$ cat config.mk
export PLATFORM = sky130hd
export DESIGN_NAME = sorted_list_engine
export DESIGN_NICKNAME = d
export VERILOG_FILES = /design/src/rtl/core/slc_pkg.sv /design/src/rtl/core/sorted_list_engine.sv /design/src/rtl/core/slc_cell.sv
export SDC_FILE = /design/constraint.sdc
export NUM_CORES = 2
export LEC_CHECK = 0
export BUFFER_PORTS_ARGS = -buffer_cell sky130_fd_sc_hd__buf_2
export CELL_PAD_IN_SITES_DETAIL_PLACEMENT = 1
export CELL_PAD_IN_SITES_GLOBAL_PLACEMENT = 1
export CORE_ASPECT_RATIO = 1.25
export CORE_MARGIN = 8
export CORE_UTILIZATION = 55
export CTS_CLUSTER_SIZE = 20
export DETAILED_ROUTE_END_ITERATION = 6
export PLACE_DENSITY_LB_ADDON = 0.1
export SETUP_SLACK_MARGIN = 0.2
export SLEW_MARGIN = 25
export SYNTH_ARGS = -nofsm -noshare
export SYNTH_HDL_FRONTEND = slang
export SYNTH_HIERARCHICAL = 1
export SYNTH_SLANG_ARGS = --single-unit
$ cat constraint.sdc
create_clock -name i_clk -period 23.8 [get_ports i_clk]
set_clock_uncertainty 0.15 [all_clocks]
set_input_delay 3.57 -clock i_clk [delete_from_list [all_inputs] [get_ports i_clk]]
set_output_delay 3.57 -clock i_clk [all_outputs]
set_load 0.1 [all_outputs]
$ cat src/rtl/core/slc_pkg.sv
// Shared constants, beat types and the cell operation type for the sorted list engine.
package slc_pkg;

    localparam int CAPACITY    = 16;
    localparam int VALUE_WIDTH = 32;
    localparam int COUNT_W     = $clog2(CAPACITY + 1);

    // Command codes
    localparam logic [1:0] CMD_INSERT = 2'd0;
    localparam logic [1:0] CMD_REMOVE = 2'd1;
    localparam logic [1:0] CMD_DUMP   = 2'd2;

    // Result status codes
    localparam logic [2:0] STAT_INSERTED  = 3'd0;
    localparam logic [2:0] STAT_FULL      = 3'd1;
    localparam logic [2:0] STAT_REMOVED   = 3'd2;
    localparam logic [2:0] STAT_NOT_FOUND = 3'd3;
    localparam logic [2:0] STAT_ELEMENT   = 3'd4;
    localparam logic [2:0] STAT_EMPTY     = 3'd5;

    typedef logic signed [VALUE_WIDTH-1:0] t_value;

    typedef struct packed {
        logic [1:0] command;
        t_value     operand;
    } t_in_beat;

    typedef struct packed {
        logic [2:0] status;
        t_value     item;
        logic       last;
    } t_out_beat;

    // What every cell does in the current cycle
    typedef enum logic [1:0] {
        CELL_HOLD   = 2'd0,
        CELL_INSERT = 2'd1,
        CELL_REMOVE = 2'd2,
        CELL_ROTATE = 2'd3
    } t_cell_op;

endpackage

$ cat src/rtl/core/sorted_list_engine.sv
// Top level of the sorted list engine: control, occupancy, result register and cell chain.
//
//  channel  valid       stall        payload
//  input    i_in_valid  o_in_stall   i_in_data  (slc_pkg::t_in_beat)
//  output   o_out_valid i_out_stall  o_out_data (slc_pkg::t_out_beat)
//
// Insert and remove: every cell compares against the operand and
// shifts toward or away from its neighbor in the same clock.
// A dump is accepted, then emits one beat per stored value; the chain
// rotates one slot per emitted beat and is back in order after the last one.
// Synchronous active-low reset empties the table; the cell contents are not cleared.
// A stalled result holds the engine: no input is taken until the result slot frees.
module sorted_list_engine (
    input  logic              i_clk,
    input  logic              i_rst_n,
    input  logic              i_in_valid,
    output logic              o_in_stall,
    input  slc_pkg::t_in_beat i_in_data,
    output logic              o_out_valid,
    input  logic              i_out_stall,
    output slc_pkg::t_out_beat o_out_data
);

    typedef enum logic [1:0] {
        S_IDLE = 2'b01,
        S_DUMP = 2'b10
    } t_state;

    t_state                          r_state, n_state;
    logic [slc_pkg::COUNT_W-1:0]     r_count, n_count;
    logic [slc_pkg::COUNT_W-1:0]     r_dump_idx, n_dump_idx;
    logic                            r_out_valid, n_out_valid;
    slc_pkg::t_out_beat              r_out_data, n_out_data;

    slc_pkg::t_cell_op               cell_op;
    logic [slc_pkg::CAPACITY-1:0]    cell_lt;
    logic [slc_pkg::CAPACITY-1:0]    cell_hit;
    slc_pkg::t_value                 cell_value [slc_pkg::CAPACITY];

    logic out_free;
    logic accept;
    logic found;
    logic full;
    logic dump_emit;
    logic dump_last;

    // Handshake
    assign out_free    = !r_out_valid || !i_out_stall;
    assign o_in_stall  = !((r_state == S_IDLE) && out_free);
    assign accept      = i_in_valid && !o_in_stall;
    assign o_out_valid = r_out_valid;
    assign o_out_data  = r_out_data;

    assign found     = |cell_hit;
    assign full      = (r_count == slc_pkg::COUNT_W'(slc_pkg::CAPACITY));
    assign dump_emit = (r_state == S_DUMP) && out_free;
    assign dump_last = ((r_dump_idx + slc_pkg::COUNT_W'(1)) == r_count);

    // Chain operation for this cycle
    always_comb begin
        cell_op = slc_pkg::CELL_HOLD;
        if (accept) begin
            unique case (i_in_data.command)
                slc_pkg::CMD_INSERT: cell_op = full  ? slc_pkg::CELL_HOLD
                                                     : slc_pkg::CELL_INSERT;
                slc_pkg::CMD_REMOVE: cell_op = found ? slc_pkg::CELL_REMOVE
                                                     : slc_pkg::CELL_HOLD;
                default:             cell_op = slc_pkg::CELL_HOLD;
            endcase
        end else if (dump_emit) begin
            cell_op = slc_pkg::CELL_ROTATE;
        end
    end

    // Cell chain
    for (genvar g = 0; g < slc_pkg::CAPACITY; g++) begin : g_cell
        logic            prev_lt;
        slc_pkg::t_value prev_value;
        slc_pkg::t_value next_value;

        if (g == 0) begin : g_head
            assign prev_lt    = 1'b1;
            assign prev_value = cell_value[g];
        end else begin : g_body
            assign prev_lt    = cell_lt[g-1];
            assign prev_value = cell_value[g-1];
        end

        if (g == slc_pkg::CAPACITY - 1) begin : g_tail
            assign next_value = cell_value[g];
        end else begin : g_inner
            assign next_value = cell_value[g+1];
        end

        slc_cell u_cell (
            .i_clk        (i_clk),
            .i_op         (cell_op),
            .i_operand    (i_in_data.operand),
            .i_occupied   (slc_pkg::COUNT_W'(g) < r_count),
            .i_prev_lt    (prev_lt),
            .i_prev_value (prev_value),
            .i_next_value (next_value),
            .i_head_value (cell_value[0]),
            .i_wrap       (slc_pkg::COUNT_W'(g + 1) == r_count),
            .o_lt         (cell_lt[g]),
            .o_hit        (cell_hit[g]),
            .o_value      (cell_value[g])
        );
    end

    // Control, occupancy and result beat
    always_comb begin
        n_state     = r_state;
        n_count     = r_count;
        n_dump_idx  = r_dump_idx;
        n_out_valid = r_out_valid && i_out_stall;
        n_out_data  = r_out_data;

        if (accept) begin
            n_out_valid     = 1'b1;
            n_out_data.item = '0;
            n_out_data.last = 1'b1;
            unique case (i_in_data.command)
                slc_pkg::CMD_INSERT: begin
                    if (full) begin
                        n_out_data.status = slc_pkg::STAT_FULL;
                    end else begin
                        n_out_data.status = slc_pkg::STAT_INSERTED;
                        n_count           = r_count + slc_pkg::COUNT_W'(1);
                    end
                end
                slc_pkg::CMD_REMOVE: begin
                    if (found) begin
                        n_out_data.status = slc_pkg::STAT_REMOVED;
                        n_out_data.item   = i_in_data.operand;
                        n_count           = r_count - slc_pkg::COUNT_W'(1);
                    end else begin
                        n_out_data.status = slc_pkg::STAT_NOT_FOUND;
                    end
                end
                slc_pkg::CMD_DUMP: begin
                    if (r_count == '0) begin
                        n_out_data.status = slc_pkg::STAT_EMPTY;
                    end else begin
                        n_out_valid = 1'b0;
                        n_state     = S_DUMP;
                        n_dump_idx  = '0;
                    end
                end
                default: begin
                    n_out_valid = 1'b0;
                end
            endcase
        end else if (dump_emit) begin
            n_out_valid       = 1'b1;
            n_out_data.status = slc_pkg::STAT_ELEMENT;
            n_out_data.item   = cell_value[0];
            n_out_data.last   = dump_last;
            n_dump_idx        = r_dump_idx + slc_pkg::COUNT_W'(1);
            if (dump_last) begin
                n_state = S_IDLE;
            end
        end
    end

    always_ff @(posedge i_clk) begin
        if (!i_rst_n) begin
            r_state     <= S_IDLE;
            r_count     <= '0;
            r_dump_idx  <= '0;
            r_out_valid <= 1'b0;
        end else begin
            r_state     <= n_state;
            r_count     <= n_count;
            r_dump_idx  <= n_dump_idx;
            r_out_valid <= n_out_valid;
        end
    end

    // Result payload, no reset needed
    always_ff @(posedge i_clk) begin
        r_out_data <= n_out_data;
    end

endmodule

$ cat src/rtl/core/slc_cell.sv
// One slot of the sorted chain: holds a value, compares it, shifts with its neighbors.
module slc_cell (
    input  logic               i_clk,
    input  slc_pkg::t_cell_op  i_op,
    input  slc_pkg::t_value    i_operand,
    input  logic               i_occupied,
    input  logic               i_prev_lt,
    input  slc_pkg::t_value    i_prev_value,
    input  slc_pkg::t_value    i_next_value,
    input  slc_pkg::t_value    i_head_value,
    input  logic               i_wrap,
    output logic               o_lt,
    output logic               o_hit,
    output slc_pkg::t_value    o_value
);

    slc_pkg::t_value r_value;
    slc_pkg::t_value n_value;

    // Compare: occupied slots below the operand stay put
    assign o_lt    = i_occupied && (r_value < i_operand);
    // First slot not below the operand holds an equal value
    assign o_hit   = i_occupied && i_prev_lt && !o_lt && (r_value == i_operand);
    assign o_value = r_value;

    // Next value from the chain
    always_comb begin
        n_value = r_value;
        unique case (i_op)
            slc_pkg::CELL_HOLD: begin
                n_value = r_value;
            end
            slc_pkg::CELL_INSERT: begin
                if (!o_lt) begin
                    n_value = i_prev_lt ? i_operand : i_prev_value;
                end
            end
            slc_pkg::CELL_REMOVE: begin
                if (!o_lt) begin
                    n_value = i_next_value;
                end
            end
            slc_pkg::CELL_ROTATE: begin
                n_value = i_wrap ? i_head_value : i_next_value;
            end
            default: begin
                n_value = r_value;
            end
        endcase
    end

    always_ff @(posedge i_clk) begin
        r_value <= n_value;
    end

endmodule

==> out/results.ini <==
[sta]
maxSlewHeadroom_pct=29.51
fin_tns_setup_ns=0
setup_viol=0
max_freq_mhz=82.81
fin_crit_sh_pct=50.74
finalMaxSlewViolations=0
fin_crit_ns=12.08
worstMarginPinSlew_ns=1.056
final_hold_viol_count=0
rsz0062_at_grt=no

[layout]
layout_commonest_cell=a21oi_1
nets=5810
final_layout_size_suffix_gt1_share_pct=8.354
fin_util_pct=59.98
seq_area_um2=16710
design_area_um2=53190
syn2layout_area_growth_pct=7.994
final_cell_mix=a21oi_1, inv_1, edfxtp_1
fillers=10080
multi_input_area_um2=29280

[placement]
io_buffers=75
dpl-instance-area_um2=51050
dp_hpwl_mm=138.7
routabilityCongestion=0.9240

[setup_path]
crit_end=g_cell[1].u_cell/o_value[7]
setup.worst_path.end_class=flip-flop
r2r_start=g_cell[13].u_cell/o_value[31]
cpMostUsedCell=buf_4
crit_chain=buf_2, buf_4, inv_1, ha_1, and4_1, a221oi_1, or2_1, a31o_1, and3_2, nand4_1, or4_1, a31oi_1, nor4_1, and4_1, nor3b_4, buf_4, nand2b_4, buf_4, inv_2, buf_4, and3_1, o32ai_1, nor4b_2, buf_4
rr_worst_depth=21
cp_max_fo=66
crit_start=i_in_data[13]
crit_type=input port to flip-flop
rrSetupSlack_ns=14.92
setup.worst_path.start_class=input port
slowest_stage=and3_2
r2r_end=g_cell[1].u_cell/o_value[7]
cp_data_arrival_time_ns=12.23
crit_required_ns=23.96
cpPeakStageDelay_ns=0.87

[synthesis]
syn_nets=5868
netlist_instances=5308
synth_area_per_cell_um2=9.279
syn_area_um2=49250
ys_warn_count=6

[status]
status=complete, but fails checks
violations=design-rule violations

[drt]
dr_total_vias=47690
wirelength_mm=212.6
drtAntennaViolNets=0
route.detailed.drc=15
drt_pre_antenna_iters=7
routedWlPerCell_um=32.70
post_drt_via_cell_ratio=7.337
first_iter_violations=5331

[job]
drv_cap=0

[clock_tree]
cts_buffers=69
path_clk_slew_ns=0.06
worstSkewPairLatency_ns=0.67
clock_path_buffers=3
cts_sinks=561
htreeDepth=3
cts_tree=yes
clockRootBuffer=clkbuf_16
cts_resized=0
post_cts.repair.setup_buffers=0
hold_buffers=0

[die]
dieWidth_um=283.7
core_region_area_um2=88690
num_rows=122
die_area_um2=99450
io_pins=76
die_h_um=350.6
initial_core_util_pct=55.54

[power_and_ir_drop]
p_leak_nw=22.38
p_sw_share_pct=32.35
clkPwrFrac_pct=37.5
p_sw_mw=0.8942
max-vdd-ir-drop_mv=0.04214
power.internal_mw=1.870
combPwrFrac_pct=19.6
p_seq_share_pct=42.9
finalPower_mw=2.764
pwr_density_cell_nw_per_um2=51.97

[global_routing]
grt_pass1_vias=49370
grt.total_usage_pct=40.82
grt-ovfl-total=0
grt_pass1_wl_mm=308.7
grt_max_degree=189
antenna_found_initial=13

[min_path]
min_path_type=flip-flop to flip-flop

## stage by stage
stage	std cells	worst slack [ns]	hold WS (ns)
2_1_floorplan	5308	9.966	0.3209
3_3_place_gp	6357	11.69	0.3420
3_5_place_dp	6357	11.38	0.3574
4_1_cts	6481	11.97	0.3713
5_1_grt	6484	11.41	0.3932
6_report	6500	11.72	0.3777
## area by class of cell
| class | count | area share, % |
|---|---|---|
| Timing Repair Buffer | 209 | 2.667 |
| Multi-Input combinational cell | 3826 | 55.05 |
| Clock inverter | 26 | 0.3434 |
| Tap cell | 1178 | 2.771 |
| Antenna cell | 19 | 0.08938 |
| Inverter | 583 | 4.123 |
| Sequential cell | 561 | 31.41 |
| Clock buffer | 98 | 3.547 |
## sequential cells by signal, summed over array words and instances (netlist names)
name	count
o_out_valid	1
r_dump_idx	5
r_state	2
o_out_data	36
r_count	5
g_cell.u_cell/o_value	512
## power by group through the flow
stage	logic, mW	registers [mW]	clock network [mW]
after floorplan	0.294	1.22	0
final	0.542	1.19	1.04
after CTS	0.522	1.18	1.04
after global placement	0.489	1.20	0
after detailed placement	0.516	1.20	0
after global routing	0.570	1.19	1.07
## metal layers
metal / part of all wire, % / track usage (%)
met1: 34 / 44.26
met2: 46 / 66.37
met3: 9.0 / 8.181
met4: 11 / 39.31
met5: 0.0061 / 0
## critical path: cells and delay by family
family	cells	cell delay, ns
and+or+nand+nor	11	4.14
buffers and inverters	8	2.75
AOI/OAI and AO/OA	4	1.25
adders and majority gates	1	0.37
## worst min-delay path by stage
stage                             start            end  slack (ns)  cells after the start
final                     r_dump_idx[4]  r_dump_idx[4]        0.38                      1
after global placement       r_state[1]     r_state[1]        0.34                      1
after global routing         r_state[1]     r_state[1]        0.39                      1
after floorplan           r_dump_idx[4]  r_dump_idx[4]        0.32                      1
after CTS                 r_dump_idx[4]  r_dump_idx[4]        0.37                      1
after detailed placement  r_dump_idx[4]  r_dump_idx[4]        0.36                      1
Power figures use the tool's default switching activity.
